===== config.mk =====
export PLATFORM = sky130hd
export DESIGN_NAME = wheel_mouse_packet_cursor_tracker
export DESIGN_NICKNAME = d
export VERILOG_FILES = /design/src/sv/wmpct_pkg.sv /design/src/sv/wmpct_clamp.sv /design/src/sv/wheel_mouse_packet_cursor_tracker.sv
export SDC_FILE = /design/constraint.sdc
export NUM_CORES = 1
export LEC_CHECK = 0
export BUFFER_PORTS_ARGS = -buffer_cell sky130_fd_sc_hd__buf_4
export CORE_MARGIN = 8
export CORE_UTILIZATION = 60
export DETAILED_ROUTE_END_ITERATION = 8
export GPL_ROUTABILITY_DRIVEN = 1
export PLACE_DENSITY_LB_ADDON = 0.05
export SLEW_MARGIN = 20
export SYNTH_ARGS = -nofsm -noshare
export SYNTH_HDL_FRONTEND = slang
export SYNTH_HIERARCHICAL = 1
export SYNTH_SLANG_ARGS = --single-unit

===== constraint.sdc =====
create_clock -name clk -period 5 [get_ports clk]
set_input_delay 1 -clock clk [delete_from_list [all_inputs] [get_ports clk]]
set_output_delay 1 -clock clk [all_outputs]
set_load 0.02 [all_outputs]

===== src/sv/wmpct_pkg.sv =====
// shared constants for the wheel mouse packet cursor tracker
package wmpct_pkg;

  // stream widths
  localparam int unsigned IN_TDATA_BITS  = 8;
  localparam int unsigned OUT_TDATA_BITS = 48;

  // result field widths as they appear on the output word
  localparam int unsigned OUT_COORD_BITS = 12;
  localparam int unsigned OUT_WHEEL_BITS = 16;

  // configuration port
  localparam int unsigned CFG_INDEX_BITS = 1;
  localparam int unsigned CFG_DATA_BITS  = 13;
  localparam logic [CFG_INDEX_BITS-1:0] REG_SCREEN_WIDTH  = 1'd0;
  localparam logic [CFG_INDEX_BITS-1:0] REG_SCREEN_HEIGHT = 1'd1;
  localparam logic [CFG_DATA_BITS-1:0]  SCREEN_WIDTH_RST  = 13'd640;
  localparam logic [CFG_DATA_BITS-1:0]  SCREEN_HEIGHT_RST = 13'd480;

  // motion delta width after sign extension, wide enough for a negated 9-bit value
  localparam int unsigned DELTA_BITS = 10;

  // position of the byte that completes a packet
  localparam logic [1:0] BYTE_LAST = 2'd3;

  // bit positions inside the report bytes
  localparam int unsigned B0_BUTTON1 = 0;
  localparam int unsigned B0_BUTTON2 = 1;
  localparam int unsigned B0_BUTTON3 = 2;
  localparam int unsigned B0_SIGN_X  = 4;
  localparam int unsigned B0_SIGN_Y  = 5;
  localparam int unsigned B3_WHEEL_SIGN = 3;
  localparam int unsigned B3_BUTTON4 = 4;
  localparam int unsigned B3_BUTTON5 = 5;

endpackage


===== src/sv/wmpct_clamp.sv =====
// adds a signed motion delta to one cursor coordinate and clamps it to the screen
module wmpct_clamp
  import wmpct_pkg::*;
#(
  parameter int unsigned COORD_BITS = 12
) (
  input  logic [COORD_BITS-1:0]    pos,
  input  logic [DELTA_BITS-1:0]    delta,
  input  logic [CFG_DATA_BITS-1:0] size,
  output logic [COORD_BITS-1:0]    pos_next
);

  localparam int unsigned SUM_BITS =
    ((COORD_BITS > CFG_DATA_BITS) ? COORD_BITS : CFG_DATA_BITS) + 2;

  logic [SUM_BITS-1:0] sum;
  logic [SUM_BITS-1:0] lim_raw;
  logic [SUM_BITS-1:0] coord_max;
  logic [SUM_BITS-1:0] lim;
  logic [SUM_BITS-1:0] result;

  // sum is two's complement, msb set means below zero
  assign sum = {{(SUM_BITS-COORD_BITS){1'b0}}, pos}
             + {{(SUM_BITS-DELTA_BITS){delta[DELTA_BITS-1]}}, delta};

  assign lim_raw = (size == '0) ? '0
                 : {{(SUM_BITS-CFG_DATA_BITS){1'b0}}, size - {{(CFG_DATA_BITS-1){1'b0}}, 1'b1}};
  assign coord_max = {{(SUM_BITS-COORD_BITS){1'b0}}, {COORD_BITS{1'b1}}};
  assign lim = (lim_raw > coord_max) ? coord_max : lim_raw;

  always_comb begin
    if (sum[SUM_BITS-1]) begin
      result = '0;
    end else if (sum > lim) begin
      result = lim;
    end else begin
      result = sum;
    end
  end

  assign pos_next = result[COORD_BITS-1:0];

endmodule


===== src/sv/wheel_mouse_packet_cursor_tracker.sv =====
// top level of the wheel mouse packet decoder and cursor tracker
//
// input stream: one report byte per word on s_tdata, four words make a packet;
// bytes are grouped strictly by count since reset, there is no sync check
// output stream: one word per packet carrying the clamped cursor, the
// accumulated wheel position and the five button flags
// configuration: cfg_we writes cfg_data into screen width (index 0) or
// screen height (index 1); write only while the block is idle
// latency: a byte accepted at one edge is decoded at the next edge, so m_tvalid
// rises one cycle after the edge that takes a packet's fourth byte and the
// word can be taken at the second edge after it
// throughput: one byte per cycle, set by the input register feeding the
// single decode and clamp stage that writes the result register
// stall: while the result register is full and m_tready is low, the fourth
// byte of the next packet waits in the input register and s_tready drops;
// the first three bytes of a packet still pass since they give no result
// reset: clears the byte counter, cursor, wheel position and both valid
// flags, and loads the screen size with 640 by 480
module wheel_mouse_packet_cursor_tracker
  import wmpct_pkg::*;
#(
  parameter int unsigned COORD_BITS = 12,
  parameter int unsigned WHEEL_BITS = 16
) (
  input  logic clk,
  input  logic rst,
  // input stream
  input  logic                      s_tvalid,
  output logic                      s_tready,
  input  logic [IN_TDATA_BITS-1:0]  s_tdata,   // [7:0] packet_byte
  // output stream
  output logic                      m_tvalid,
  input  logic                      m_tready,
  // [11:0] cursor_x, [23:12] cursor_y, [39:24] wheel_pos, [40] button1,
  // [41] button2, [42] button3, [43] button4, [44] button5, [47:45] zero
  output logic [OUT_TDATA_BITS-1:0] m_tdata,
  // configuration write port
  input  logic                      cfg_we,
  input  logic [CFG_INDEX_BITS-1:0] cfg_index,
  input  logic [CFG_DATA_BITS-1:0]  cfg_data
);

  // configuration registers
  logic [CFG_DATA_BITS-1:0] screen_width;
  logic [CFG_DATA_BITS-1:0] screen_height;

  // input register
  logic                     in_valid;
  logic [7:0]               in_byte;

  // packet state
  logic [1:0]               byte_position;
  logic [2:0][7:0]          held_bytes;
  logic [COORD_BITS-1:0]    pos_x;
  logic [COORD_BITS-1:0]    pos_y;
  logic [WHEEL_BITS-1:0]    wheel_acc;

  // result register
  logic                      out_valid;
  logic [OUT_TDATA_BITS-1:0] out_data;

  // decode
  logic                      out_free;
  logic                      last_byte;
  logic                      proceed;
  logic                      finish;
  logic [DELTA_BITS-1:0]     dx;
  logic [DELTA_BITS-1:0]     dy;
  logic [DELTA_BITS-1:0]     neg_dy;
  logic [WHEEL_BITS-1:0]     dz;
  logic [COORD_BITS-1:0]     pos_x_next;
  logic [COORD_BITS-1:0]     pos_y_next;
  logic [WHEEL_BITS-1:0]     wheel_acc_next;
  logic [COORD_BITS+OUT_COORD_BITS-1:0] x_wide;
  logic [COORD_BITS+OUT_COORD_BITS-1:0] y_wide;
  logic [WHEEL_BITS+OUT_WHEEL_BITS-1:0] wheel_wide;
  logic [OUT_TDATA_BITS-1:0] out_data_next;

  // handshake: the input register moves on unless it holds a packet's last
  // byte and the result register cannot take a new word
  assign out_free  = !out_valid || m_tready;
  assign last_byte = (byte_position == BYTE_LAST);
  assign proceed   = in_valid && (!last_byte || out_free);
  assign finish    = proceed && last_byte;
  assign s_tready  = !in_valid || proceed;
  assign m_tvalid  = out_valid;
  assign m_tdata   = out_data;

  always_ff @(posedge clk) begin
    if (rst) begin
      screen_width  <= SCREEN_WIDTH_RST;
      screen_height <= SCREEN_HEIGHT_RST;
    end else if (cfg_we) begin
      case (cfg_index)
        REG_SCREEN_WIDTH:  screen_width  <= cfg_data;
        REG_SCREEN_HEIGHT: screen_height <= cfg_data;
        default: ;
      endcase
    end
  end

  always_ff @(posedge clk) begin
    if (rst) begin
      in_valid <= 1'b0;
    end else if (s_tready) begin
      in_valid <= s_tvalid;
    end
  end

  always_ff @(posedge clk) begin
    if (s_tready && s_tvalid) begin
      in_byte <= s_tdata;
    end
  end

  // motion deltas: 9-bit signed values with their sign bits in byte 0
  assign dx     = {{(DELTA_BITS-8){held_bytes[0][B0_SIGN_X]}}, held_bytes[1]};
  assign dy     = {{(DELTA_BITS-8){held_bytes[0][B0_SIGN_Y]}}, held_bytes[2]};
  assign neg_dy = '0 - dy;  // screen y grows downward
  assign dz     = {{(WHEEL_BITS-4){in_byte[B3_WHEEL_SIGN]}}, in_byte[3:0]};

  wmpct_clamp #(.COORD_BITS(COORD_BITS)) u_clamp_x (
    .pos      (pos_x),
    .delta    (dx),
    .size     (screen_width),
    .pos_next (pos_x_next)
  );

  wmpct_clamp #(.COORD_BITS(COORD_BITS)) u_clamp_y (
    .pos      (pos_y),
    .delta    (neg_dy),
    .size     (screen_height),
    .pos_next (pos_y_next)
  );

  assign wheel_acc_next = wheel_acc + dz;

  // fit internal widths onto the fixed output fields
  assign x_wide     = {{OUT_COORD_BITS{1'b0}}, pos_x_next};
  assign y_wide     = {{OUT_COORD_BITS{1'b0}}, pos_y_next};
  assign wheel_wide = {{OUT_WHEEL_BITS{1'b0}}, wheel_acc_next};

  assign out_data_next = {
    3'b000,
    in_byte[B3_BUTTON5],
    in_byte[B3_BUTTON4],
    held_bytes[0][B0_BUTTON3],
    held_bytes[0][B0_BUTTON2],
    held_bytes[0][B0_BUTTON1],
    wheel_wide[OUT_WHEEL_BITS-1:0],
    y_wide[OUT_COORD_BITS-1:0],
    x_wide[OUT_COORD_BITS-1:0]
  };

  always_ff @(posedge clk) begin
    if (rst) begin
      byte_position <= '0;
      pos_x         <= '0;
      pos_y         <= '0;
      wheel_acc     <= '0;
    end else if (proceed) begin
      byte_position <= byte_position + 2'd1;  // wraps to zero after the last byte
      if (last_byte) begin
        pos_x     <= pos_x_next;
        pos_y     <= pos_y_next;
        wheel_acc <= wheel_acc_next;
      end
    end
  end

  // held bytes need no reset: each one is written before it is read
  always_ff @(posedge clk) begin
    if (proceed && !last_byte) begin
      held_bytes[byte_position] <= in_byte;
    end
  end

  always_ff @(posedge clk) begin
    if (rst) begin
      out_valid <= 1'b0;
    end else if (out_free) begin
      out_valid <= finish;
    end
  end

  always_ff @(posedge clk) begin
    if (finish) begin
      out_data <= out_data_next;
    end
  end

endmodule


# Word level (Yosys, flattened, before mapping)
# Cells that the tools add are included.
# Widths: inputs -> output; s select.
dict set report word_totals {
  register_bits 147
  inputBits 27
  out_inout_bits 50
  elab_cells 55
}
dict set report op_classes {
  addsub 7
  magnitude_cmp 6
  n_eq_ne 1
  muxes 11
  bitwise_logic 1
  reduce_logical 16
}
# operator n
set ops {}
lappend ops {{$mux 13} 4}
lappend ops {{$mux 12} 4}
lappend ops {{$gt 15x12->1 const B} 2}
lappend ops {{$gt 15x15->1} 2}
lappend ops {{$logic_not 13->1} 2}
lappend ops {{$sub 13x1->13 const B} 2}
lappend ops {{$bwmux 24} 1}
lappend ops {{$add 16x16->16} 1}
lappend ops {{$demux 8 s2} 1}
lappend ops {{$add 13x10->14} 1}
lappend ops {{$add 13x9->14} 1}
lappend ops {{$sub 1x9->10 const A} 1}
lappend ops {{$mux 8} 1}
lappend ops {{$reduce_and 2->1} 3}
lappend ops {{$logic_and 1x1->1} 5}
lappend ops {{$logic_not 1->1} 3}
lappend ops {{$logic_or 1x1->1} 3}
lappend ops {{$lt 2x3->1 const B} 1}
lappend ops {{$add 2x1->2 const B} 1}
lappend ops {{$eq 2x2->1 const B} 1}
lappend ops {{$ge 2x1->1 const B} 1}
lappend ops {{$not 1->1} 1}

# Longest topological paths before layout
dict set report depth {
  word_depth 7
  mapped_depth 22
  depth_no_buf 21
}

# Modules after synthesis
# Netlist, hierarchy kept.
# mod n_inst cells_each area_each_um2 seq_area_each_um2
set by_module_without_submodules {}
lappend by_module_without_submodules {wheel_mouse_packet_cursor_tracker 1 520 5695.5 3623.5}
lappend by_module_without_submodules {{wmpct_clamp at u_clamp_y} 1 209 1455.1 0.0}
lappend by_module_without_submodules {{wmpct_clamp at u_clamp_x} 1 184 1356.3 0.0}

# Worst setup path before layout
# Ideal clock, no wire load.
dict set report synth_timing {
  path_type {flip-flop to flip-flop}
  from {reg held_bytes (netlist bit dy[0])}
  to {reg pos_y[3]}
  setup_time_ns 0.070
  arrival_ns 4.175
  setup_slack_ns 0.755
  stages_incl_launch_ff 22
  n_path_buf 1
  synth_period_minus_slack_ns 4.245
  cell_sequence {edfxtp_1 inv_1 ha_1 nand2_1 xor2_1 ha_1 a21o_1 a31o_1 o32ai_2 o21ba_2 xnor2_1 inv_1 ha_1 nand3_1 a211o_1 a21oi_1 o221ai_1 clkbuf_1 or2_2 a21oi_1 nand2_1 a21oi_1}
}
dict set report synth_via {
  elab_chain_cells 5
}
# item line_no
set synth_lines {}
lappend synth_lines {{start, declared} wheel_mouse_packet_cursor_tracker.sv:53} ;# logic [2:0][7:0] held_bytes;
lappend synth_lines {{start signal, assigned by index} wheel_mouse_packet_cursor_tracker.sv:174} ;# held_bytes[byte_position] <= in_byte;
lappend synth_lines {{$sub 1x9->10 *} wheel_mouse_packet_cursor_tracker.sv:119} ;# assign neg_dy = '0 - dy;
lappend synth_lines {{named net neg_dy[4]} wheel_mouse_packet_cursor_tracker.sv:69} ;# logic [DELTA_BITS-1:0] neg_dy;
lappend synth_lines {{$add 13x10->14 *} wmpct_clamp.sv:24} ;# + {{(SUM_BITS-DELTA_BITS){delta[DELTA_BITS-1]}}, delta};
lappend synth_lines {{$gt 15x15->1} wmpct_clamp.sv:34} ;# end else if (sum > lim) begin
lappend synth_lines {{$mux 12} wmpct_clamp.sv:34}
lappend synth_lines {{$mux 12 *} wmpct_clamp.sv:32} ;# if (sum[SUM_BITS-1]) begin
lappend synth_lines {{named net pos_y_next[3]} wheel_mouse_packet_cursor_tracker.sv:72} ;# logic [COORD_BITS-1:0] pos_y_next;
lappend synth_lines {{end signal, assigned} wheel_mouse_packet_cursor_tracker.sv:165} ;# pos_y <= pos_y_next;
lappend synth_lines {{end, declared} wheel_mouse_packet_cursor_tracker.sv:55} ;# logic [COORD_BITS-1:0] pos_y;
# Mark *: on every way through the listed nets, which the timed path passes. The rest lies on a longest branch.
# A chain may end at the register's enable or synchronous reset.

# Worst setup path in the final report
dict set report layout_timing {
  from {reg held_bytes (netlist bit dy[0])}
  to {reg pos_y[5]}
}
# The elaborated chain is that of the path after synthesis.

==> flow_summary.json <==
{
  "drt_iter0_markers": 452,
  "drt_wl_total_mm": 20.7,
  "grt_use_total": 0.229,
  "root_buffer": "clkbuf_16",
  "crit_start": "dy[0]",
  "rsz0062_at_grt": "no",
  "grt_pass1_wl_mm": 33.9,
  "internal_power_mw": 2.10,
  "cts.clk_slew.worst_paths_ns": 0.07,
  "antenna_cells": 0,
  "synth_ff_type": "edfxtp_1",
  "seqPwrFrac": 0.457,
  "r2r-start": "dy[0]",
  "synth_warnings": 6,
  "finalSetupViolations": 0,
  "finalNonFillerCells": 1172,
  "grt_pass1_vias": 7123,
  "cp.arrival_ns": 4.96,
  "cts_resized": 0,
  "p_clk_frac": 0.421,
  "synthDistinctLibCells": 77,
  "max_stage_delay_ns": 0.45,
  "fill_cells": 1081,
  "syn-cell-area_um2": 8510,
  "die_h_um": 135,
  "antenna_found_initial": 0,
  "yosysTopAreaCell": "edfxtp_1",
  "cts_num_sinks": 144,
  "final_util": 0.702,
  "final_hold_viol_count": 0,
  "dieArea_um2": 18200,
  "synth.avg_cell_area_um2": 9.32,
  "regArea_um2": 3620,
  "worst_slack_ns": 0.385,
  "clk_latency_ns": 0.42,
  "grt_overflow_total": 0,
  "fmaxAchievable_ghz": 0.217,
  "io_pins": 77,
  "min_period_ns": 4.62,
  "grt_max_degree": 75,
  "dr.pass1.iters": 5,
  "fin_skew_ns": 0.0108,
  "end_kind": "register",
  "powerDensity_nw_per_um2": 292,
  "slew_headroom": 0.281,
  "wire_per_inst_um": 17.7,
  "drive_gt1_frac": 0.148,
  "tns_ns": 0,
  "crit_chain": "inv_1, ha_1, nand2_1, xor2_1, ha_1, a21o_1, a31o_1, o32ai_2, o21ba_2, xnor2_1, inv_1, ha_1, nand3_1, a211o_1, a21oi_1, o221ai_1, buf_4, or2_2, a21oi_1, nand2_1, a21oi_1",
  "gp_congestion": 0.945,
  "holdBufCountCts": 0,
  "hold_path_class": "reg2reg",
  "post-place-ws_ns": 0.458,
  "synth_area_leaders": "edfxtp_1 (26%), dfxtp_1 (16%), ha_1 (11%)",
  "p_leak_nw": 3.88,
  "synth_seq_cells": 144,
  "synth_top_area_share": 0.261,
  "htreeDepth": 4,
  "synth_cells": 913,
  "cts_tree": "done",
  "max-clock-path-buffers": 2,
  "hold_ws_ns": 0.420,
  "dp_cells": 1140,
  "post_cts_buffers": 0,
  "synth-edff-count": 74,
  "die_w_um": 135,
  "drv_cap": 0,
  "vias": 7041,
  "nets": 1083,
  "drc": 0,
  "start_kind": "register",
  "p_sw_mw": 0.747,
  "ir_drop_uv": 384,
  "outcome": "finished clean",
  "cts_made_buffers": 17,
  "maxSlewViolCount": 0,
  "start_util": 0.613,
  "power_frac_comb": 0.121,
  "worst_pin_slew_ns": 1.08,
  "finalCritPeriodShare": 0.923,
  "core-area_um2": 13900,
  "hpwl_mm": 15.4,
  "syn_to_final_growth_pct": 14.6,
  "io_buffers": 73,
  "synthArstFlopShare": 0,
  "yosysSeqAreaShare": 0.426,
  "crit_required_ns": 5.34,
  "cp_max_fo": 15,
  "vias_per_cell": 6.01,
  "critPathKind": "reg2reg",
  "holdCritStartpoint": "held_bytes[2]",
  "antenna_left": 0,
  "crit_path_top_delay_cell": "edfxtp_1",
  "switching_share": 0.262,
  "rows": 43,
  "multi_input_area_um2": 4610
}
synth_stat cells (4+ instances only):
| library cell | instances |
|---|---|
| nand2_1 | 157 |
| a21oi_1 | 103 |
| edfxtp_1 | 74 |
| ha_1 | 74 |
| dfxtp_1 | 70 |
| nor2_1 | 59 |
| inv_1 | 36 |
| xnor2_1 | 29 |
| o21ai_0 | 26 |
| clkbuf_1 | 24 |
| nand3_1 | 22 |
| xor2_1 | 22 |
| nor3_1 | 17 |
| a21o_1 | 16 |
| a211oi_1 | 13 |
| nor2b_1 | 11 |
| or3_1 | 10 |
| a211oi_2 | 9 |
| o211ai_1 | 8 |
| a31oi_1 | 7 |
| nand3b_1 | 7 |
| nor4_1 | 7 |
| or2_2 | 7 |
| and2_1 | 6 |
| mux2i_1 | 5 |
| nand2b_1 | 5 |
| and3_1 | 4 |
| nand4_1 | 4 |
| o31ai_1 | 4 |
placed cells by master, fill, tap and decap left out, types with 4 or more instances in the layout:
cell and count:
a21o_1 16, xnor2_1 29, nand2_1 157, edfxtp_1 74
ha_1 74, a211oi_2 9, conb_1 5, nor2_1 59
nand2b_1 5, nand4_1 4, inv_1 36, mux2i_1 5
a21oi_1 102, a211oi_1 13, nor3_1 17, xor2_1 21
o211ai_1 8, inv_6 5, nor2b_1 11, nor4_1 7
and3_1 4, dfxtp_1 70, buf_4 79, clkbuf_16 17
o31ai_1 4, nand3_1 22, a31oi_1 7, o21ai_0 26
and2_1 6, or3_1 10, or2_2 7, nand3b_1 7
through the flow:
stage	cell area, um2	power [mW]
2_1_floorplan	8510	1.57
3_3_place_gp	9180	1.65
3_5_place_dp	9180	1.66
4_1_cts	9740	2.86
5_1_grt	9750	2.96
6_report	9750	2.85
flip-flops by register name, summed over array words and instances, names as in the netlist:
register and flops:
byte_position 2, dx 9, dy 9, held_bytes 3, in_byte 8, in_valid 1, m_tdata 45, m_tvalid 1
pos_x 12, pos_y 12, screen_height 13, screen_width 13, wheel_acc 16
power groups by stage:
stage                     logic (mW)  clock network [mW]  registers, mW
after floorplan                0.254                   0           1.32
after global placement         0.324                   0           1.33
after detailed placement       0.335                   0           1.33
after CTS                      0.339                1.22           1.30
after global routing           0.380                1.27           1.31
final                          0.345                1.20           1.30
metal layers:
metal	GRT usage	share of wire	up-vias	routed length, um
met5	0	0	-	0
met4	0.115	0.033	0	675
met3	0.0475	0.051	55	1070
met2	0.392	0.49	236	10200
met1	0.268	0.42	3335	8740
li1	-	-	3415	-
kinds of logic (layout without fill, tap and decap cells):
| group | Yosys count | count (layout) | share of synthesized area |
|---|---|---|---|
| other | 3 | 5 | 0.00132 |
| AND/OR/NAND/NOR | 336 | 336 | 0.187 |
| XOR/XNOR | 51 | 51 | 0.0525 |
| flip-flops | 144 | 144 | 0.426 |
| adder cells (fa/ha/maj) | 79 | 79 | 0.118 |
| buffers and inverters | 71 | 148 | 0.0349 |
| multiplexers | 7 | 7 | 0.00853 |
| AO/OA/AOI/OAI | 222 | 222 | 0.172 |
path summary, 6_finish.rpt:
path,to,slack (ns),cells after the start
min,m_tdata[42],0.42,0
max,pos_y[5],0.38,21
max reg2reg,pos_y[5],0.38,21
min reg2reg,m_tdata[42],0.42,0
layout make-up:
| class | count | area share |
|---|---|---|
| Multi-Input combinational cell | 700 | 0.473 |
| Sequential cell | 144 | 0.372 |
| Timing Repair Buffer | 79 | 0.0608 |
| Clock buffer | 19 | 0.0444 |
| Tap cell | 180 | 0.0231 |
| Inverter | 37 | 0.0142 |
| Clock inverter | 13 | 0.0131 |
worst max-delay path: cells and delay by family, from the launching register on:
family / cells / cell delay (ns)
flops: 1 / 0.45
fa+ha+maj: 3 / 0.89
compound gates: 9 / 1.90
xor+xnor: 2 / 0.31
buf+inv: 3 / 0.42
simple gates: 4 / 0.56
(Power assumes the default switching activity.)
